==> src/hdl/sss_pkg.sv <==
`default_nettype none

package sss_pkg;

  // Default store depth
  localparam int unsigned CAPACITY_DEF = 64;

  // Fixed field widths
  localparam int unsigned SAMPLE_W = 16;
  localparam int unsigned FRAC_W   = 8;
  localparam int unsigned MEAN_W   = 24;

  // Quotient width of the mean divider for a given depth
  function automatic int unsigned quot_width(input int unsigned cap);
    return SAMPLE_W + $clog2(cap) + FRAC_W;
  endfunction

endpackage

`default_nettype wire

==> src/hdl/sss_ram.sv <==
`default_nettype none

module sss_ram #(
  parameter int unsigned WIDTH = 16,
  parameter int unsigned DEPTH = 64
) (
  input  wire                      clk_i,
  input  wire                      we_i,
  input  wire [$clog2(DEPTH)-1:0]  waddr_i,
  input  wire [WIDTH-1:0]          wdata_i,
  input  wire [$clog2(DEPTH)-1:0]  raddr_i,
  output logic [WIDTH-1:0]         rdata_o
);

  logic [WIDTH-1:0] mem_q [DEPTH];
  logic [WIDTH-1:0] rdata_q;

  // One write port, one registered read port
  always_ff @(posedge clk_i) begin
    if (we_i) begin
      mem_q[waddr_i] <= wdata_i;
    end
    rdata_q <= mem_q[raddr_i];
  end

  assign rdata_o = rdata_q;

endmodule

`default_nettype wire

==> src/hdl/sss_div.sv <==
`default_nettype none

module sss_div #(
  parameter int unsigned QW   = sss_pkg::quot_width(sss_pkg::CAPACITY_DEF),
  parameter int unsigned DV_W = $clog2(sss_pkg::CAPACITY_DEF + 1)
) (
  input  wire              clk_i,
  input  wire              rst_ni,
  input  wire              start_i,
  input  wire [QW-1:0]     dividend_i,
  input  wire [DV_W-1:0]   divisor_i,
  output logic             done_o,
  output logic [QW-1:0]    quotient_o
);

  import sss_pkg::*;

  localparam int unsigned CW = (QW > 1) ? $clog2(QW) : 1;

  logic            busy_q, busy_d;
  logic            done_q, done_d;
  logic [CW-1:0]   cnt_q, cnt_d;
  logic [DV_W-1:0] rem_q, rem_d;
  logic [DV_W-1:0] dvs_q, dvs_d;
  logic [QW-1:0]   dq_q, dq_d;

  logic [DV_W:0]   rem_sh;
  logic [DV_W:0]   diff;
  logic            ge;

  // Restoring step: one quotient bit per cycle
  assign rem_sh = {rem_q, dq_q[QW-1]};
  assign ge     = rem_sh >= {1'b0, dvs_q};
  assign diff   = rem_sh - {1'b0, dvs_q};

  always_comb begin
    busy_d = busy_q;
    done_d = 1'b0;
    cnt_d  = cnt_q;
    rem_d  = rem_q;
    dvs_d  = dvs_q;
    dq_d   = dq_q;
    if (start_i) begin
      busy_d = 1'b1;
      cnt_d  = '0;
      rem_d  = '0;
      dvs_d  = divisor_i;
      dq_d   = dividend_i;
    end else if (busy_q) begin
      rem_d = ge ? diff[DV_W-1:0] : rem_sh[DV_W-1:0];
      dq_d  = {dq_q[QW-2:0], ge};
      cnt_d = cnt_q + 1'b1;
      if (cnt_q == CW'(QW - 1)) begin
        busy_d = 1'b0;
        done_d = 1'b1;
      end
    end
  end

  always_ff @(posedge clk_i or negedge rst_ni) begin
    if (!rst_ni) begin
      busy_q <= 1'b0;
      done_q <= 1'b0;
      cnt_q  <= '0;
    end else begin
      busy_q <= busy_d;
      done_q <= done_d;
      cnt_q  <= cnt_d;
    end
  end

  // Datapath, no reset
  always_ff @(posedge clk_i) begin
    rem_q <= rem_d;
    dvs_q <= dvs_d;
    dq_q  <= dq_d;
  end

  assign done_o     = done_q;
  assign quotient_o = dq_q;

  // Done only follows a running divide
  assert property (@(posedge clk_i) disable iff (!rst_ni)
    done_q |-> $past(busy_q))
    else $error("divider done without a running divide");

  // Remainder stays below the divisor
  assert property (@(posedge clk_i) disable iff (!rst_ni)
    busy_q && !$past(start_i) && dvs_q != '0 |-> rem_q < dvs_q)
    else $error("divider remainder out of range");

  // Start is not issued while a divide runs
  assert property (@(posedge clk_i) disable iff (!rst_ni)
    start_i |-> !busy_q)
    else $error("divider restarted while busy");

endmodule

`default_nettype wire

==> src/hdl/sorted_sample_store_with_stats_top.sv <==
`default_nettype none
// Each stored request moves the entries above the new sample up one slot, each by a
//   RAM read and a RAM write, then reads the statistics while the serial mean divider
//   runs; done_o strobes when both are through, and busy_o is high until then.
// A dropped request (store full) strobes its result in the next cycle; busy_o stays low.
// Reset: rst_ni clears count, sum and control, not the RAM; results cannot stall.

module sorted_sample_store_with_stats_top #(
  parameter int unsigned CAPACITY = sss_pkg::CAPACITY_DEF
) (
  input  wire                                clk_i,
  input  wire                                rst_ni,
  input  wire                                start_i,
  output logic                               busy_o,
  input  wire [sss_pkg::SAMPLE_W-1:0]        sample_i,
  output logic                               done_o,
  output logic                               dropped_o,
  output logic [$clog2(CAPACITY+1)-1:0]      count_o,
  output logic [sss_pkg::MEAN_W-1:0]         mean_q8_o,
  output logic [sss_pkg::SAMPLE_W-1:0]       median_o,
  output logic [sss_pkg::SAMPLE_W-1:0]       minimum_o,
  output logic [sss_pkg::SAMPLE_W-1:0]       maximum_o
);

  import sss_pkg::*;

  localparam int unsigned CNT_W = $clog2(CAPACITY + 1);
  localparam int unsigned AW    = $clog2(CAPACITY);
  localparam int unsigned SUM_W = SAMPLE_W + $clog2(CAPACITY);
  localparam int unsigned QW    = quot_width(CAPACITY);

  // Sequencer states
  localparam logic [2:0] ST_IDLE   = 3'd0;
  localparam logic [2:0] ST_SH_RD  = 3'd1;
  localparam logic [2:0] ST_SH_CMP = 3'd2;
  localparam logic [2:0] ST_PUT    = 3'd3;
  localparam logic [2:0] ST_RD     = 3'd4;

  // Statistic read steps
  localparam logic [2:0] RD_MIN  = 3'd0;
  localparam logic [2:0] RD_MAX  = 3'd1;
  localparam logic [2:0] RD_HI   = 3'd2;
  localparam logic [2:0] RD_LO   = 3'd3;
  localparam logic [2:0] RD_LAST = 3'd4;
  localparam logic [2:0] RD_FIN  = 3'd5;

  logic [2:0]          st_q, st_d;
  logic [CNT_W-1:0]    cnt_q, cnt_d;
  logic [SUM_W-1:0]    sum_q, sum_d;
  logic [CNT_W-1:0]    pos_q, pos_d;
  logic [SAMPLE_W-1:0] smp_q, smp_d;
  logic [2:0]          rd_q, rd_d;
  logic                mrdy_q, mrdy_d;
  logic                done_q, done_d;
  logic                drop_q, drop_d;
  logic [MEAN_W-1:0]   mean_q, mean_d;
  logic [SAMPLE_W-1:0] med_q, med_d;
  logic [SAMPLE_W-1:0] min_q, min_d;
  logic [SAMPLE_W-1:0] max_q, max_d;
  logic [SAMPLE_W-1:0] hi_q, hi_d;
  logic [SAMPLE_W-1:0] lo_q, lo_d;

  logic                ram_we;
  logic [AW-1:0]       ram_waddr;
  logic [SAMPLE_W-1:0] ram_wdata;
  logic [AW-1:0]       ram_raddr;
  logic [SAMPLE_W-1:0] ram_rdata;

  logic                div_start;
  logic                div_done;
  logic [QW-1:0]       div_quot;
  logic [CNT_W-1:0]    half;
  logic [SAMPLE_W:0]   mid_sum;

  assign half    = cnt_q >> 1;
  assign mid_sum = {1'b0, lo_q} + {1'b0, hi_q};

  sss_ram #(
    .WIDTH (SAMPLE_W),
    .DEPTH (CAPACITY)
  ) u_ram (
    .clk_i   (clk_i),
    .we_i    (ram_we),
    .waddr_i (ram_waddr),
    .wdata_i (ram_wdata),
    .raddr_i (ram_raddr),
    .rdata_o (ram_rdata)
  );

  sss_div #(
    .QW   (QW),
    .DV_W (CNT_W)
  ) u_div (
    .clk_i      (clk_i),
    .rst_ni     (rst_ni),
    .start_i    (div_start),
    .dividend_i ({sum_q, FRAC_W'(0)}),
    .divisor_i  (cnt_q),
    .done_o     (div_done),
    .quotient_o (div_quot)
  );

  // Sequencer: insert from the top down, then read statistics while dividing; drop when full
  always_comb begin
    st_d      = st_q;
    cnt_d     = cnt_q;
    sum_d     = sum_q;
    pos_d     = pos_q;
    smp_d     = smp_q;
    rd_d      = rd_q;
    mrdy_d    = mrdy_q;
    done_d    = 1'b0;
    drop_d    = drop_q;
    mean_d    = mean_q;
    med_d     = med_q;
    min_d     = min_q;
    max_d     = max_q;
    hi_d      = hi_q;
    lo_d      = lo_q;
    ram_we    = 1'b0;
    ram_waddr = pos_q[AW-1:0];
    ram_wdata = smp_q;
    ram_raddr = '0;
    div_start = 1'b0;

    if (div_done) begin
      mean_d = div_quot[MEAN_W-1:0];
      mrdy_d = 1'b1;
    end

    case (st_q)
      ST_IDLE: begin
        if (start_i) begin
          if (cnt_q == CNT_W'(CAPACITY)) begin
            // Store full: repeat held statistics, flagged
            done_d = 1'b1;
            drop_d = 1'b1;
          end else begin
            smp_d  = sample_i;
            pos_d  = cnt_q;
            cnt_d  = cnt_q + 1'b1;
            sum_d  = sum_q + SUM_W'(sample_i);
            drop_d = 1'b0;
            st_d   = (cnt_q == '0) ? ST_PUT : ST_SH_RD;
          end
        end
      end
      ST_SH_RD: begin
        ram_raddr = AW'(pos_q - 1'b1);
        st_d      = ST_SH_CMP;
      end
      ST_SH_CMP: begin
        ram_we = 1'b1;
        if (ram_rdata > smp_q) begin
          // Entry moves up one slot
          ram_wdata = ram_rdata;
          pos_d     = pos_q - 1'b1;
          st_d      = (pos_q == CNT_W'(1)) ? ST_PUT : ST_SH_RD;
        end else begin
          div_start = 1'b1;
          mrdy_d    = 1'b0;
          rd_d      = RD_MIN;
          st_d      = ST_RD;
        end
      end
      ST_PUT: begin
        ram_we    = 1'b1;
        div_start = 1'b1;
        mrdy_d    = 1'b0;
        rd_d      = RD_MIN;
        st_d      = ST_RD;
      end
      ST_RD: begin
        // Issue address for this step
        case (rd_q)
          RD_MIN:  ram_raddr = '0;
          RD_MAX:  ram_raddr = AW'(cnt_q - 1'b1);
          RD_HI:   ram_raddr = AW'(half);
          RD_LO:   ram_raddr = cnt_q[0] ? AW'(half) : AW'(half - 1'b1);
          default: ram_raddr = '0;
        endcase
        // Capture data of the previous step
        case (rd_q)
          RD_MAX:  min_d = ram_rdata;
          RD_HI:   max_d = ram_rdata;
          RD_LO:   hi_d  = ram_rdata;
          RD_LAST: lo_d  = ram_rdata;
          default: ;
        endcase
        if (rd_q != RD_FIN) begin
          rd_d = rd_q + 1'b1;
        end else if (mrdy_q || div_done) begin
          med_d  = cnt_q[0] ? hi_q : mid_sum[SAMPLE_W:1];
          done_d = 1'b1;
          st_d   = ST_IDLE;
        end
      end
      default: st_d = ST_IDLE;
    endcase
  end

  always_ff @(posedge clk_i or negedge rst_ni) begin
    if (!rst_ni) begin
      st_q   <= ST_IDLE;
      cnt_q  <= '0;
      sum_q  <= '0;
      rd_q   <= RD_MIN;
      mrdy_q <= 1'b0;
      done_q <= 1'b0;
    end else begin
      st_q   <= st_d;
      cnt_q  <= cnt_d;
      sum_q  <= sum_d;
      rd_q   <= rd_d;
      mrdy_q <= mrdy_d;
      done_q <= done_d;
    end
  end

  // Payload registers
  always_ff @(posedge clk_i) begin
    pos_q  <= pos_d;
    smp_q  <= smp_d;
    drop_q <= drop_d;
    mean_q <= mean_d;
    med_q  <= med_d;
    min_q  <= min_d;
    max_q  <= max_d;
    hi_q   <= hi_d;
    lo_q   <= lo_d;
  end

  assign busy_o    = (st_q != ST_IDLE);
  assign done_o    = done_q;
  assign dropped_o = drop_q;
  assign count_o   = cnt_q;
  assign mean_q8_o = mean_q;
  assign median_o  = med_q;
  assign minimum_o = min_q;
  assign maximum_o = max_q;

  // Count never passes the depth
  assert property (@(posedge clk_i) disable iff (!rst_ni)
    cnt_q <= CNT_W'(CAPACITY))
    else $error("entry count above capacity");

  // A dropped request reports a full store
  assert property (@(posedge clk_i) disable iff (!rst_ni)
    done_q && drop_q |-> cnt_q == CNT_W'(CAPACITY))
    else $error("drop reported on a store that is not full");

  // A stored request finishes from the statistic read phase
  assert property (@(posedge clk_i) disable iff (!rst_ni)
    done_q && !drop_q |-> $past(st_q) == ST_RD && st_q == ST_IDLE)
    else $error("result strobe outside the read phase");

  // Shift loop never reads below the first entry
  assert property (@(posedge clk_i) disable iff (!rst_ni)
    st_q == ST_SH_RD |-> pos_q != '0 && $past(st_q) != ST_RD)
    else $error("shift read at an empty position");

endmodule

`default_nettype wire
==> config.mk <==
export PLATFORM = sky130hd
export DESIGN_NAME = sorted_sample_store_with_stats_top
export DESIGN_NICKNAME = d
export VERILOG_FILES = /design/src/hdl/sss_pkg.sv /design/src/hdl/sss_ram.sv /design/src/hdl/sss_div.sv /design/src/hdl/sorted_sample_store_with_stats_top.sv
export SDC_FILE = /design/constraint.sdc
export NUM_CORES = 2
export LEC_CHECK = 0
export BUFFER_PORTS_ARGS = -buffer_cell sky130_fd_sc_hd__buf_4
export CORE_MARGIN = 4
export CORE_UTILIZATION = 45
export DETAILED_ROUTE_END_ITERATION = 7
export PLACE_DENSITY = 0.68
export SLEW_MARGIN = 20
export SYNTH_ARGS = -nofsm -noshare
export SYNTH_HDL_FRONTEND = slang
export SYNTH_SLANG_ARGS = --single-unit
==> constraint.sdc <==
create_clock -name clk_i -period 5.3 [get_ports clk_i]
set_clock_uncertainty 0.1 [all_clocks]
set_input_delay 0.795 -clock clk_i [delete_from_list [all_inputs] [get_ports clk_i]]
set_output_delay 0.795 -clock clk_i [all_outputs]
set_load 0.01 [all_outputs]
Word level (Yosys, flattened, before mapping)

Memories as Yosys holds them, arrays and structs flattened. A register that Yosys moved wholly into a read port is not among the register bits.
Index checks and enable logic that the tools add are counted.

Add/sub/neg operators: 9
Order comparisons: 2
Equality and inequality tests: 19
Muxes and demuxes: 45
Bitwise logic cells: 2
Reduce and logical (&&, ||, !) cells: 18

Operators by type and width:

| operator                                                           | count |
|---|---|
| 30-bit two-way mux                                                 | 2 |
| 16-bit two-way mux                                                 | 3 |
| 7-bit two-way mux                                                  | 4 |
| 22-bit by 16-bit adder with 22-bit output                          | 1 |
| 3-bit two-way mux                                                  | 7 |
| 6-bit case mux with 3 select lines                                 | 1 |
| 16-bit by 16-bit adder with 17-bit output                          | 1 |
| 16-bit greater-than comparator                                     | 1 |
| 1-bit two-way mux                                                  | 16 |
| 3-bit case mux with 5 select lines                                 | 1 |
| 2-bit inequality test, second input constant                       | 7 |
| 7-bit case mux with 2 select lines                                 | 1 |
| 3-bit by 2-bit == test with 1-bit output, second input constant    | 4 |
| 6-bit case mux with 2 select lines                                 | 1 |
| 6-bit by 1-bit subtractor with 6-bit output, second input constant | 2 |
| 5-bit two-way mux                                                  | 2 |
| 2-bit AND reduction                                                | 5 |
| 3-bit case mux with 3 select lines                                 | 1 |
| 3-bit AND reduction                                                | 3 |
| 8-bit by 7-bit greater-or-equal comparator with 1-bit output       | 1 |
| 4-bit AND reduction                                                | 2 |
| 7-bit by 1-bit adder with 7-bit output, second input constant      | 1 |
| 7-bit by 1-bit == test with 1-bit output, second input constant    | 1 |
| 7-bit == test, second input constant                               | 1 |
| 18 further kinds                                                   | 26 |

Register bits after elaboration: 216
Bits in writable memories: 1024
Bits of input ports: 19
Logic and storage cells: 118
Memories kept: 1

Memory list:

| memory      | words | bits a word | rd ports | clocked after memory_dff | wr ports | line          | RTL |
|---|---|---|---|---|---|---|---|
| u_ram.mem_q | 64    | 16          | 1        | 1                        | 1        | sss_ram.sv:15 | `logic [WIDTH-1:0] mem_q [DEPTH];` |

Longest topological paths before layout

Depth in word-level cells: 5
Mapped depth: 17

Hierarchy

Synthesis repeated with hierarchy kept, for this count alone.

Cells, all modules: 2689
Area total of the unflattened synthesis: 50757.4 um^2

By module, submodules not included:

| module                             | instances | cells each | area an instance (um^2) | seq. area each (um^2) |
|---|---|---|---|---|
| sss_ram                            | 1         | 1829       | 40042.2                 | 31069.8 |
| sorted_sample_store_with_stats_top | 1         | 656        | 8089.0                  | 4769.6 |
| sss_div                            | 1         | 204        | 2626.3                  | 1426.4 |

Worst setup path after synthesis

OpenSTA, ideal clock, no wires.

Path kind: flip-flop to flip-flop
Start point: reg smp_q[15]
End point: mem u_ram.mem_q[0][15], data pin
Setup time: 702 ps
Arrival: 4624 ps
Data required time: 4498 ps
Path slack: -126 ps
Stages on the path, launching flop included: 10
Path buffers: 1
Period minus slack after synthesis: 5426 ps
Cell sequence: edfxtp_1 -> inv_1 -> ha_1 -> a22o_1 -> a2111oi_0 -> o21ai_0 -> o31ai_1 -> nor2_1 -> clkbuf_1 -> o21ai_0

Cells in the longest elaborated chain, start to end: 3

Ends and longest elaborated chain:

| element                        | line                                      | RTL |
|---|---|---|
| from (decl)                    | sorted_sample_store_with_stats_top.sv:51  | `logic [SAMPLE_W-1:0] smp_q, smp_d;` |
| from (signal assigned)         | sorted_sample_store_with_stats_top.sv:223 | `smp_q <= smp_d;` |
| 16-bit greater-than comparator | sorted_sample_store_with_stats_top.sv:154 | `if (ram_rdata > smp_q) begin` |
| 16-bit two-way mux             | sorted_sample_store_with_stats_top.sv:154 |  |
| 16-bit two-way mux (*)         | sorted_sample_store_with_stats_top.sv:131 | `case (st_q)` |
| net ram_wdata[15]              | sorted_sample_store_with_stats_top.sv:65  | `logic [SAMPLE_W-1:0] ram_wdata;` |
| to (decl)                      | sss_ram.sv:15                             |  |

The timed path passes the listed nets; every way through them passes the cells marked *.

Final worst setup path

Start point: reg u_ram.rdata_q[15] (netlist: u_ram.rdata_o[15]) (read register of u_ram.mem_q)
End point: mem u_ram.mem_q[14][1], data pin

Cells in the longest elaborated chain, start to end: 3

Ends and longest elaborated chain:

| element                        | line                                      | RTL |
|---|---|---|
| from (decl)                    | sss_ram.sv:16                             | `logic [WIDTH-1:0] rdata_q;` |
| 16-bit greater-than comparator | sorted_sample_store_with_stats_top.sv:154 |  |
| 16-bit two-way mux             | sorted_sample_store_with_stats_top.sv:154 |  |
| 16-bit two-way mux             | sorted_sample_store_with_stats_top.sv:131 |  |
| net ram_wdata[1]               | sorted_sample_store_with_stats_top.sv:65  |  |

The timed path passes the listed nets, and every way through them passes these cells.

==> impl_metrics.env <==
export IMPL_status="finished, final reports clean"
export IMPL_seq_area_frac_synth_pct=71.60
export IMPL_timing_rr_end="u_ram.mem_q[14][1]"
export IMPL_synth_cells=3959
export IMPL_cts_buffers=131
export IMPL_multi_input_area_sq_um=13680
export IMPL_placed_cell_area_sq_um=55160
export IMPL_irDropWorstVdd_mv=0.3473
export IMPL_dieArea_sq_um=120900
export IMPL_setup_violations_final=0
export IMPL_final_common_cell="edfxtp_1"
export IMPL_max_cap_violations=0
export IMPL_grtUsageTotal_pct=22.81
export IMPL_grt_pass1_vias=32530
export IMPL_min_to="smp_q[0]"
export IMPL_setup_worst_path_end_class="flip-flop"
export IMPL_p_leak_uw=0.02177
export IMPL_crit_chain="ha_1 > a22o_1 > a2111oi_0 > o21ai_0 > o31ai_1 > nor2_4 > buf_4 > o21ai_4 > buf_4"
export IMPL_io_pins=101
export IMPL_grt_overflow_total=0
export IMPL_syn_area_per_cell_sq_um=13.12
export IMPL_firstDrtPassIters=6
export IMPL_cts_root_buf="clkbuf_16"
export IMPL_vias=33770
export IMPL_cpMostUsedCell="buf_4"
export IMPL_syn_cell_area_sq_um=51940
export IMPL_dpl_hpwl_microns=83980
export IMPL_worst_pin_slew_ns=1.163
export IMPL_critPathMaxFanout=33
export IMPL_wirelength_microns=139900
export IMPL_ant_nets=0
export IMPL_final_area_sq_um=59440
export IMPL_hold_viol_final=0
export IMPL_post_route_drc_count=0
export IMPL_synth_ff_type="edfxtp_1"
export IMPL_synthToLayoutAreaGrowth_pct=14.45
export IMPL_placementRows=124
export IMPL_arrival_ns=5.04
export IMPL_grt_max_degree=80
export IMPL_cp_start_kind="flip-flop"
export IMPL_dp_cells=5498
export IMPL_hold_path_class="input port to flip-flop"
export IMPL_io_buffers=100
export IMPL_fin_cells=5734
export IMPL_cts_tree="built"
export IMPL_hp_start="sample_i[0]"
export IMPL_diodes=0
export IMPL_synth_nets=4050
export IMPL_setup_tns_ns=0
export IMPL_setup_ws_ns=0.6656
export IMPL_fmax_mhz=215.8
export IMPL_layout_drive_gt1_share_pct=12.03
export IMPL_max_slew_margin_pct=22.15
export IMPL_max_stage_delay_ns=0.76
export IMPL_post_cts_buffers=0
export IMPL_cts_resized_gates=0
export IMPL_dp_slack_ns=0.8239
export IMPL_fin_nets=4212
export IMPL_cts_max_level=4
export IMPL_layout_common_cells="edfxtp_1 (1,181), nand2_1 (1,002), nand3_1 (294)"
export IMPL_reg2reg_slack_ns=0.67
export IMPL_finalCriticalPeriod_ns=4.634
export IMPL_grt_pass1_wl_microns=207700
export IMPL_timing_final_crit_share_pct=87.44
export IMPL_required_ns=5.71
export IMPL_clock_sinks=1256
export IMPL_antenna_found_initial=0
export IMPL_core_area_sq_um=114500
export IMPL_whs_path_depth=1
export IMPL_r2r_start="u_ram.rdata_o[15]"
export IMPL_dieHeight_microns=347.7
export IMPL_yosysUniqueCellTypes=76
export IMPL_ys_seq_elements=1256
export IMPL_seq_area_sq_um=37190
export IMPL_slew_violations=0
export IMPL_reg2regPathDepth=9
export IMPL_rsz0062_at_grt="false"
export IMPL_gp_congestion=0.9220
export IMPL_crit_type="flip-flop to flip-flop"
export IMPL_crit_slowest_cell="o21ai_4"
export IMPL_via_per_inst=5.889
export IMPL_async_flop_share_pct=3.503
export IMPL_yosys_warnings=0
export IMPL_path_clk_slew_ns=0.06
export IMPL_initial_core_util_pct=45.36
export IMPL_clk_path_buf_depth=3
export IMPL_synth_edf_count=1181
export IMPL_die_w_microns=347.7
export IMPL_powerDensity_nw_per_um2=550.9
export IMPL_clk_latency_ns=0.73
export IMPL_nFillCells=9375
export IMPL_wl_per_cell_microns=24.40
export IMPL_drt_initial_drc_count=3974
## worst max-delay path, delay by kind of cell, from the launching register on
kind,cells,cell delay [ns]
buffers and inverters,2,0.71
adders and majority gates,1,0.39
and+or+nand+nor,1,0.21
DFF,1,0.74
AOI/OAI and AO/OA,5,2.19
## power by group
group          total (uW)  internal [uW]  switching, uW
sequential          13100          12400            674
combinational       10600           3360           7230
clock                9090           5340           3750
total               32700          21100          11700
## cells in the mapped netlist (9+ instances only)
| master | number | area share (%) |
|---|---|---|
| and3_1 | 71 | 0.86 |
| a221o_1 | 16 | 0.31 |
| nand3_1 | 294 | 2.8 |
| mux2i_1 | 136 | 2.6 |
| nor3_1 | 26 | 0.25 |
| o211ai_1 | 20 | 0.29 |
| edfxtp_1 | 1181 | 68 |
| dfrtp_1 | 44 | 2.1 |
| a211oi_1 | 13 | 0.19 |
| nand2_1 | 1003 | 7.2 |
| nor2_1 | 137 | 0.99 |
| nand4_1 | 31 | 0.37 |
| inv_1 | 53 | 0.38 |
| clkbuf_1 | 109 | 0.79 |
| nand2b_1 | 20 | 0.24 |
| a21oi_1 | 48 | 0.46 |
| buf_2 | 94 | 0.91 |
| o221ai_1 | 32 | 0.54 |
| o21ai_0 | 114 | 1.1 |
| a211o_1 | 9 | 0.15 |
| a311oi_1 | 39 | 0.66 |
| or3_1 | 10 | 0.12 |
| a21o_1 | 14 | 0.20 |
| a32oi_1 | 18 | 0.30 |
| xor2_1 | 28 | 0.47 |
| buf_6 | 11 | 0.24 |
| xnor2_1 | 18 | 0.30 |
| ha_1 | 69 | 1.7 |
| a21boi_0 | 11 | 0.16 |
| buf_1 | 13 | 0.094 |
| nor2b_1 | 11 | 0.13 |
| a31oi_1 | 64 | 0.77 |
| mux2_2 | 16 | 0.35 |
| o31ai_1 | 9 | 0.13 |
| o22ai_1 | 24 | 0.29 |
| dfxtp_1 | 31 | 1.2 |
## layout make-up
cell class	instances	share of cell area, %
multi-input combinational	2413	23.01
tap	1512	3.183
timing repair buffer	264	3.759
sequential	1256	62.56
clock buffer	165	5.906
inverter	55	0.3473
clock inverter	69	1.233
## registers in the layout, indices dropped and copies added (netlist names), 16 cells and up
signal / flops
hi_q: 16
sum_q: 22
maximum_o: 16
mean_q8_o: 24
u_ram.mem_q: 1024
smp_q: 16
u_div.quotient_o: 30
lo_q: 16
u_ram.rdata_o: 16
median_o: 16
minimum_o: 16
## timing repair
item	4_1_cts	5_1_grt
hold buffers	1	0
setup endpoints to repair	0	0
hold endpoints to repair	44	0
## per-stage QoR
step,hold slack [ns],util [%],total power [uW]
after floorplan,0.3268,-,19710
after global placement,0.3412,48.18,23490
after detailed placement,0.3386,48.18,23650
after CTS,0.1406,51.89,32730
after global routing,0.1565,51.92,34210
final,0.1798,51.92,32740
## worst max path at each step
stage                           start                  to  slack, ns  cells after the start
floorplan                   smp_q[15]  u_ram.mem_q[0][15]      -0.13                      9
global placement              st_q[2]    u_ram.rdata_o[0]       0.89                      9
detailed placement            st_q[2]    u_ram.rdata_o[8]       0.82                     10
CTS                 u_ram.rdata_o[15]  u_ram.mem_q[27][5]       0.75                      9
global route        u_ram.rdata_o[15]  u_ram.mem_q[14][1]       0.42                      9
finish              u_ram.rdata_o[15]  u_ram.mem_q[14][1]       0.67                      9
## layer usage
metal / global-route usage (%) / up-vias / part of all wire [%]
met5: 0 / - / 0
met4: 9.950 / 0 / 4.4
met3: 4.240 / 376 / 9.7
met2: 35.94 / 1715 / 46
met1: 31.25 / 16720 / 40
li1: - / 14960 / -
## kinds of logic after synthesis
kind of cell	synth area share, %
adders and majority gates	1.778
muxes	2.968
buffers and inverters	2.539
DFF	71.60
xor gates and xnor gates	0.7757
AOI/OAI and AO/OA	6.577
and+or+nand+nor	13.76
(Power assumes the default switching activity.)
